File: config.mk
export PLATFORM = sky130hd
export DESIGN_NAME = priority_scheduler_with_aging
export DESIGN_NICKNAME = d
export VERILOG_FILES = /design/src/sv/psa_pkg.sv /design/src/sv/priority_scheduler_with_aging.sv
export SDC_FILE = /design/constraint.sdc
export NUM_CORES = 1
export LEC_CHECK = 0
export BUFFER_PORTS_ARGS = -buffer_cell sky130_fd_sc_hd__buf_4
export CAP_MARGIN = 20
export CORE_MARGIN = 4
export CORE_UTILIZATION = 50
export CTS_BUF_LIST = sky130_fd_sc_hd__clkbuf_16
export DETAILED_ROUTE_END_ITERATION = 8
export PLACE_DENSITY_LB_ADDON = 0.2
export SLEW_MARGIN = 15
export SYNTH_ARGS = -nofsm -noshare
export SYNTH_HDL_FRONTEND = slang
export SYNTH_SLANG_ARGS = --single-unit
File: constraint.sdc
create_clock -name i_clk -period 5.96 [get_ports i_clk]
set_input_delay 0.298 -clock i_clk [delete_from_list [all_inputs] [get_ports i_clk]]
set_output_delay 0.298 -clock i_clk [all_outputs]
set_load 0.02 [all_outputs]
File: src/sv/psa_pkg.sv
// Package for the priority scheduler with aging: sizes, codes and item types.
// No dependencies; imported by priority_scheduler_with_aging.
package psa_pkg;

    localparam int DEPTH = 64;
    localparam int AW    = $clog2(DEPTH);
    localparam int CW    = $clog2(DEPTH + 1);

    localparam logic [CW-1:0] DEPTH_C = CW'(DEPTH);

    localparam logic [3:0] PRIO_MIN    = 4'd1;
    localparam logic [3:0] PRIO_MAX    = 4'd10;
    localparam logic [3:0] BURST_RESET = 4'd2;

    typedef enum logic [2:0] {
        STAT_ENQ     = 3'd0,
        STAT_DEQ     = 3'd1,
        STAT_EMPTY   = 3'd2,
        STAT_BADPRIO = 3'd3,
        STAT_FULL    = 3'd4
    } t_status;

    typedef enum logic [0:0] {
        REQ_ENQ = 1'b0,
        REQ_DEQ = 1'b1
    } t_req_type;

    typedef enum logic [1:0] {
        ST_IDLE,
        ST_SCAN,
        ST_SHIFT
    } t_state;

    typedef struct packed {
        t_req_type   req_type;
        logic [15:0] in_value;
        logic [3:0]  in_priority;
    } t_req;

    typedef struct packed {
        t_status     status;
        logic [15:0] out_value;
        logic [3:0]  out_priority;
    } t_rsp;

    typedef struct packed {
        logic [3:0]  prio;
        logic [15:0] value;
    } t_entry;

endpackage

File: src/sv/priority_scheduler_with_aging.sv
// Priority scheduler with aging: entry store in one synchronous RAM, scan and compaction.
// Depends on psa_pkg.
//
// Usage:
//   Command channel: an item (i_req) is taken at a clock edge where start is high and
//   busy is low. Each item yields exactly one result on o_result, shown for one cycle
//   with o_done high; the receiver cannot stall it.
//   Config channel: i_cfg_burst_limit is written when i_cfg_valid is high (o_cfg_ready
//   is always high). Write it only while busy is low and no result is pending.
//   Short items: an enqueue, a rejected enqueue or an empty dequeue gives its result in
//   the cycle after acceptance and busy stays low, so one such item can be taken per cycle.
//   A dequeue scans stored entries through the single RAM read port, one entry per
//   cycle (all of them, or only the oldest when the burst limit is reached), then
//   compacts the entries behind the removed one, one read and one write per cycle.
//   Busy stays high through the scan and the compaction; the result shows as busy drops.
//   Reset: the store is empty, the run count is zero, burst limit is 2. The RAM
//   contents are not cleared; only entries below the fill count are ever read.
module priority_scheduler_with_aging
    import psa_pkg::*;
(
    input  logic       i_clk,
    input  logic       i_rst_n,
    input  logic       start,
    input  t_req       i_req,
    output logic       busy,
    output logic       o_done,
    output t_rsp       o_result,
    input  logic       i_cfg_valid,
    output logic       o_cfg_ready,
    input  logic [3:0] i_cfg_burst_limit
);

    t_state        r_state, n_state;
    logic [CW-1:0] r_count;
    logic [3:0]    r_run;
    logic [3:0]    r_burst;
    logic          r_done;
    logic          r_pend;
    t_rsp          r_result;

    logic [CW-1:0] r_addr;
    logic [CW-1:0] r_pend_addr;
    logic [CW-1:0] r_limit;
    logic [CW-1:0] r_bpos;
    logic [CW-1:0] pend_prev;
    t_entry        r_best;
    t_entry        r_rd_data;
    t_entry        r_mem [DEPTH];

    logic          accept;
    logic          prio_ok;
    logic          mem_we;
    logic [AW-1:0] mem_wa;
    t_entry        mem_wd;
    logic          mem_re;

    assign accept      = start && !busy;
    assign busy        = (r_state != ST_IDLE);
    assign o_done      = r_done;
    assign o_result    = r_result;
    assign o_cfg_ready = 1'b1;
    assign prio_ok     = (i_req.in_priority >= PRIO_MIN) && (i_req.in_priority <= PRIO_MAX);
    assign pend_prev   = r_pend_addr - CW'(1);

    always_comb begin
        n_state = r_state;
        mem_we  = 1'b0;
        mem_wa  = r_count[AW-1:0];
        mem_wd  = '{prio: i_req.in_priority, value: i_req.in_value};
        mem_re  = 1'b0;
        case (r_state)
            ST_IDLE: begin
                if (accept) begin
                    if (i_req.req_type == REQ_ENQ) begin
                        mem_we = prio_ok && (r_count < DEPTH_C);
                    end else if (r_count != '0) begin
                        n_state = ST_SCAN;
                    end
                end
            end
            ST_SCAN: begin
                mem_re = (r_addr < r_limit);
                if (!mem_re && !r_pend) begin
                    n_state = ST_SHIFT;
                end
            end
            ST_SHIFT: begin
                mem_re = (r_addr < r_count);
                if (r_pend) begin
                    mem_we = 1'b1;
                    mem_wa = pend_prev[AW-1:0];
                    mem_wd = r_rd_data;
                end
                if (!mem_re && !r_pend) begin
                    n_state = ST_IDLE;
                end
            end
            default: begin
                n_state = ST_IDLE;
            end
        endcase
    end

    always_ff @(posedge i_clk) begin
        if (mem_we) begin
            r_mem[mem_wa] <= mem_wd;
        end
        if (mem_re) begin
            r_rd_data <= r_mem[r_addr[AW-1:0]];
        end
    end

    // control state
    always_ff @(posedge i_clk) begin
        if (!i_rst_n) begin
            r_state <= ST_IDLE;
            r_count <= '0;
            r_run   <= '0;
            r_burst <= BURST_RESET;
            r_done  <= 1'b0;
            r_pend  <= 1'b0;
        end else begin
            r_state <= n_state;
            r_pend  <= mem_re;
            r_done  <= 1'b0;
            if (i_cfg_valid) begin
                r_burst <= i_cfg_burst_limit;
            end
            case (r_state)
                ST_IDLE: begin
                    if (accept) begin
                        if (i_req.req_type == REQ_ENQ) begin
                            r_done <= 1'b1;
                            if (mem_we) begin
                                r_count <= r_count + CW'(1);
                            end
                        end else if (r_count == '0) begin
                            r_done <= 1'b1;
                        end else if (r_run < r_burst) begin
                            r_run <= r_run + 4'd1;
                        end else begin
                            r_run <= '0;
                        end
                    end
                end
                ST_SHIFT: begin
                    if (n_state == ST_IDLE) begin
                        r_count <= r_count - CW'(1);
                        r_done  <= 1'b1;
                    end
                end
                default: begin
                end
            endcase
        end
    end

    // datapath
    always_ff @(posedge i_clk) begin
        r_pend_addr <= r_addr;
        if (mem_re) begin
            r_addr <= r_addr + CW'(1);
        end
        case (r_state)
            ST_IDLE: begin
                if (accept) begin
                    r_result <= '{status: STAT_ENQ, out_value: '0, out_priority: '0};
                    r_addr   <= '0;
                    r_best   <= '0;
                    r_bpos   <= '0;
                    r_limit  <= (r_run < r_burst) ? r_count : CW'(1);
                    if (i_req.req_type == REQ_ENQ) begin
                        if (!prio_ok) begin
                            r_result.status <= STAT_BADPRIO;
                        end else if (r_count >= DEPTH_C) begin
                            r_result.status <= STAT_FULL;
                        end
                    end else begin
                        r_result.status <= STAT_EMPTY;
                    end
                end
            end
            ST_SCAN: begin
                if (r_pend && (r_rd_data.prio > r_best.prio)) begin
                    r_best <= r_rd_data;
                    r_bpos <= r_pend_addr;
                end
                if (n_state == ST_SHIFT) begin
                    r_addr <= r_bpos + CW'(1);
                end
            end
            ST_SHIFT: begin
                if (n_state == ST_IDLE) begin
                    r_result <= '{status: STAT_DEQ, out_value: r_best.value,
                                  out_priority: r_best.prio};
                end
            end
            default: begin
            end
        endcase
    end

`ifndef SYNTHESIS
    a_count_bound: assert property (@(posedge i_clk) disable iff (!i_rst_n)
        r_count <= DEPTH_C)
        else $error("entry count above depth");

    a_enq_result: assert property (@(posedge i_clk) disable iff (!i_rst_n)
        (accept && (i_req.req_type == REQ_ENQ)) |=> (o_done && !busy))
        else $error("enqueue result missing");

    a_deq_result: assert property (@(posedge i_clk) disable iff (!i_rst_n)
        (r_state == ST_SHIFT && n_state == ST_IDLE)
            |=> (o_done && o_result.status == STAT_DEQ && o_result.out_priority != '0))
        else $error("dequeue result missing or empty");

    a_scan_limit: assert property (@(posedge i_clk) disable iff (!i_rst_n)
        (r_state == ST_SCAN) |-> (r_limit != '0 && r_limit <= r_count))
        else $error("scan limit out of range");

    a_no_done_busy: assert property (@(posedge i_clk) disable iff (!i_rst_n)
        (r_state == ST_SCAN) |=> !o_done)
        else $error("result during scan");
`endif

endmodule
---- Word level (Yosys, flattened, before mapping) ----
Memory sizes are Yosys's and may differ from the RTL's. A register that Yosys moved wholly into a read port is not among the register bits.
Cells that the tools add are included.
storage, ports and cells
  memories ................................ 1
  RAM bits ................................ 1280
  logic and storage cells ................. 105
  register bits ........................... 90
cells by class
  $add $sub $neg .......................... 6
  eq/ne operators ......................... 8
  reduce and logical (&&, ||, !) cells .... 22
  multiplexer cells ....................... 44
  magnitude comparators ................... 8
  bitwise gates (word level) .............. 1
memories
  memory  depth  bits a word  read ports  clocked after memory_dff  wr ports  RTL line                             RTL
  r_mem   64     20           1           1                         1         priority_scheduler_with_aging.sv:48  t_entry r_mem [DEPTH];
operators by type and width
  operator             number
  $mux 20              4
  $mux 7               9
  $mux 23              2
  $pmux 23 s2          1
  $pmux 7 s2           3
  $pmux 20 s2          1
  $add 7x1->7 const B  3
  $lt 7x7->1           2
  $mux 6               2
  $mux 2               5
  $ne 2x2->1 const B   5
  $mux 1               9
  $mux 3               3
  $ge 7x7->1 const B   1
  $logic_not 7->1      1
  $lt 7x7->1 const B   1
  $reduce_bool 7->1    1
  $sub 7x1->7 const B  1
  $logic_and 1x1->1    6
  $pmux 1 s2           3
  $pmux 2 s3           1
  $reduce_and 3->1     2
  $reduce_bool 2->1    3
  $sub 6x1->6 const B  1
  14 further kinds     19

---- Logic depth before layout (Yosys ltp) ----
  depth after elaboration ................. 10
  mapped depth ............................ 11
  gate-level depth less buffers ........... 11

---- Worst setup path after synthesis ----
OpenSTA, ideal clock, no wires.
  kind .................................... register to register
  start ................................... register r_state[0]
  end ..................................... memory r_mem[0][16] in the netlist's numbering, data pin
  path slack .............................. 1.220 ns
  stages on the path, launching flop included .. 8
  data required time ...................... 5.258 ns
  clock period less this slack ............ 4.740 ns
  data arrival time ....................... 4.037 ns
  cell sequence ........................... dfxtp_1 inv_1 ha_1 nand2_1 clkbuf_1 clkbuf_1 clkbuf_1 o21ai_0
RTL lines
  what                    RTL line                              RTL
  start, declared         priority_scheduler_with_aging.sv:33   t_state r_state, n_state;
  start signal, assigned  priority_scheduler_with_aging.sv:123  r_state <= n_state;
  end, declared           priority_scheduler_with_aging.sv:48

---- Worst setup path after layout ----
  start ................................... register r_state[0]
  end ..................................... memory r_mem[15][17] in the netlist's numbering, enable pin
on the way
  word-level cells in the longest chain between the ends .. 7
  elaborated cells between the ends (all ways) .. 10
  those cells by class .................... eq/ne: 1; mux: 5; reduce/logical: 4
RTL lines
  what                          RTL line                              RTL
  $reduce_bool 2->1             priority_scheduler_with_aging.sv:58   assign busy = (r_state != ST_IDLE);
  $logic_not 1->1               priority_scheduler_with_aging.sv:57   assign accept = start && !busy;
  $logic_and 1x1->1             priority_scheduler_with_aging.sv:57
  $mux 1                        priority_scheduler_with_aging.sv:73   if (accept) begin
  $pmux 1 s2                    priority_scheduler_with_aging.sv:71   case (r_state)
  $mux 1                        priority_scheduler_with_aging.sv:105  if (mem_we) begin
  $mux 1 (not written as such)  priority_scheduler_with_aging.sv:106  r_mem[mem_wa] <= mem_wd;
Several ways; a longest one is shown, not always the timed one.

==> key figures <==
Outcome
  • Status: completed

Power
  • Clock Power Share: 0.428
  • Share of total power in combinational logic: 0.021
  • Pwr per Cell Area: 319 mW/mm2
  • Sw Ratio: 0.199
  • Psw: 0.00389 W
  • Internal power: 0.0157 W
  • Sequential power share: 0.551
  • Lkg Pwr: 18.9 nW
  • VDD IR max: 308 uV

Synthesis
  • Most used DFF post-synth: edfxtp_1
  • Post-synth net total: 2432
  • Post-synth top area share: 0.753
  • Synth Cell Area: 0.0541 mm2
  • Leading post-synthesis cells by cell area: edfxtp_1 (75%), mux4_2 (17%), dfxtp_1 (1.2%)
  • Register area share after synthesis: 0.765
  • YS warnings: 0
  • Yosys reg bits: 1390
  • Post-synth EDFFs: 1357
  • Post-Syn Instances: 2370
  • Post-synth ARST share: 0
  • Syn avg cell area: 22.8 um2
  • Synth area leader: edfxtp_1
  • Distinct cell type count after synthesis: 56

Clock network
  • CTS tree: yes
  • Clock-pin slew on the worst setup and hold paths: 0.06 ns
  • Post-CTS Setup Bufs: 0
  • Htree depth: 4
  • Skew-Pair Late Insertion Delay: 0.74 ns
  • Sinks on Clock Net: 1390
  • CTS Buffer Depth: 3
  • CTS resizes: 0
  • Root Buffer: clkbuf_16
  • TritonCTS buffer count: 142

Run
  • Max Cap Viol: 0

GRT
  • Total global-route track usage: 0.231
  • Vias in the first global route: 25200
  • First-pass GRT wire length: 185 mm
  • Largest net degree at the start of global routing: 106
  • Global route overflow: 0
  • Initial antenna violation count: 1

Critical path
  • Worst-path fanout max: 28
  • WP data required: 6.39 ns
  • CP Capture Type: register
  • Crit path DAT: 5.03 ns
  • Startpoint types: register
  • Worst r2r path cells: 7
  • Critical path type: reg2reg

Floorplan
  • Full die area: 0.114 mm2
  • Num ports: 55
  • Initial Util: 0.504
  • Chip Height: 337 um
  • Core area: 0.107 mm2
  • Die W: 337 um
  • Num rows: 120

Place
  • IO Port Bufs: 53
  • Placed cells: 3798
  • Placer Congestion: 0.868
  • Post-detail-place hpwl: 77.8 mm
  • Post-Place Worst Slack: 1.41 ns

Min path
  • Hold Path Class: in2reg
  • Hold Path Stages: 4

Final layout
  • Core Util, Final: 0.572
  • Synthesis-to-layout area growth: 13.4%
  • Most common cell after layout, fill and taps aside: edfxtp_1
  • Highest-count cells in the layout ignoring fill and taps: edfxtp_1 (1357), mux4_2 (420), clkbuf_16 (148), buf_4 (132), inv_1 (65)
  • Non-Filler Instances: 4069
  • Sequential Area: 0.0414 mm2
  • Inserted Diodes: 0
  • Proportion of layout cells with a drive suffix above 1: 0.321
  • Final-stage net count: 2623
  • Filler instances: 7600
  • Area of the multi-input gates: 0.0123 mm2

STA
  • Final setup TNS: 0 ns
  • Final Skew: 0.0313 ns
  • RSZ-0062 raised after global routing: false
  • Final setup fails: 0
  • Hold Violations, Final: 0
  • Max Slew Vio Count: 0
  • Final worst setup slack: 1.36 ns
  • Relative slew slack: 0.291
  • Worst-margin pin slew: 1.06 ns
  • Tcrit/Tclk final: 0.772
  • Min Tclk post-route: 4.60 ns
  • Peak Freq: 0.217 GHz

Routing
  • Post-route ant nets: 0
  • Wirelength per Cell: 31.4 um
  • First-pass DRT Iterations: 6
  • Via/cell ratio: 6.27
  • Initial DRC count: 3551
  • Routed vias: 25500
  • Routed WL: 128 mm
  • Drc violations: 0
metrics by stage:
step	hold WS, ns	total power, W	area, um2
3_3_place_gp	0.416	0.0114	56700
6_report	0.0492	0.0196	61400
5_1_grt	0.0330	0.0202	61400
3_5_place_dp	0.417	0.0114	56700
2_1_floorplan	0.368	0.0112	54100
4_1_cts	0.00325	0.0197	61300
layer usage:
layer,routed length [um],GRT usage
met1,54900,0.361
met4,3590,0.0680
met5,0,0
met3,11400,0.0474
met2,57800,0.334
worst paths after layout:
check | start | end | slack (ns)
setup / recovery | r_state[0]$_SDFF_PN0_ | r_mem[15][17]$_DFFE_PP_ | 1.36
hold / removal | i_req[0] | o_result[20]$_SDFFCE_PP1P_ | 0.05
setup reg to reg | r_state[0]$_SDFF_PN0_ | r_mem[15][17]$_DFFE_PP_ | 1.36
hold reg to reg | r_addr[6]$_DFF_P_ | r_pend_addr[6]$_DFF_P_ | 0.44
area by class of cell:
class	count	share of cell area
clock buffers	148	0.0603
clock inverters	101	0.0112
multi-input cells	829	0.201
well taps	1403	0.0286
flip-flops and latches	1390	0.675
inverters	37	0.00226
repair buffers	161	0.0224
cell families (layout without fill, tap and decap cells):
group,Yosys count,count (layout),share of synthesized area
AOI/OAI and AO/OA,78,78,0.0104
xor gates and xnor gates,13,13,0.00210
adders and majority gates,33,33,0.00777
buffers and inverters,151,447,0.0119
DFF,1390,1390,0.765
muxes,450,450,0.181
other,1,1,0.0000693
and+or+nand+nor,254,254,0.0222
power by group through the flow:
| stage | sequential (W) | clock, W | combinational [W] |
|---|---|---|---|
| global placement | 0.0110 | 0 | 0.000393 |
| CTS | 0.0108 | 0.00854 | 0.000418 |
| floorplan | 0.0110 | 0 | 0.000183 |
| global route | 0.0108 | 0.00900 | 0.000444 |
| detailed placement | 0.0110 | 0 | 0.000411 |
| finish | 0.0108 | 0.00838 | 0.000415 |
worst max-delay path: stages, from the launching register on:
cell	delay, ns
dfxtp_1	0.34
inv_1	0.11
ha_1	0.72
nand2_1	0.69
o21ai_0	0.61
nand2_1	0.68
nor2_2	0.78
buf_4	0.33
synthesized netlist by cell type (3+ instances only):
cell      count
nor2b_1       4
a32o_1        4
buf_1         8
o31ai_1       6
nand4_1       4
nand2_1      49
a21oi_1      13
a211o_1       4
a21o_1        5
xor2_1        4
xnor2_1       9
nor2_1       98
clkbuf_1     68
mux4_2      420
and2_1       49
o211ai_1      4
nor3_1        4
o21ai_0      15
nand3_1      22
a211oi_1      3
o21a_1        6
inv_1        36
nand2b_1      5
ha_1         32
mux2i_1      11
and3_1        4
a31oi_1       3
mux2_2       19
edfxtp_1   1357
or4_1         5
buf_6         4
dfxtp_1      33
buf_2        32
state kept, by name, summed over array words and instances, names as in the netlist:
name	flops
o_result	23
r_limit	7
r_best	20
o_done	1
r_pend_addr	7
r_state	2
r_count	7
r_bpos	7
r_addr	7
r_rd_data	20
r_burst	4
r_pend	1
r_run	4
r_mem	1280
what timing repair did:
item / 4_1_cts / 5_1_grt
hold buffers: 12 / 0
endpoints found under the hold margin: 15 / 0
endpoints found under the setup margin: 0 / 0
No activity file was read; power rests on OpenSTA's default activity.
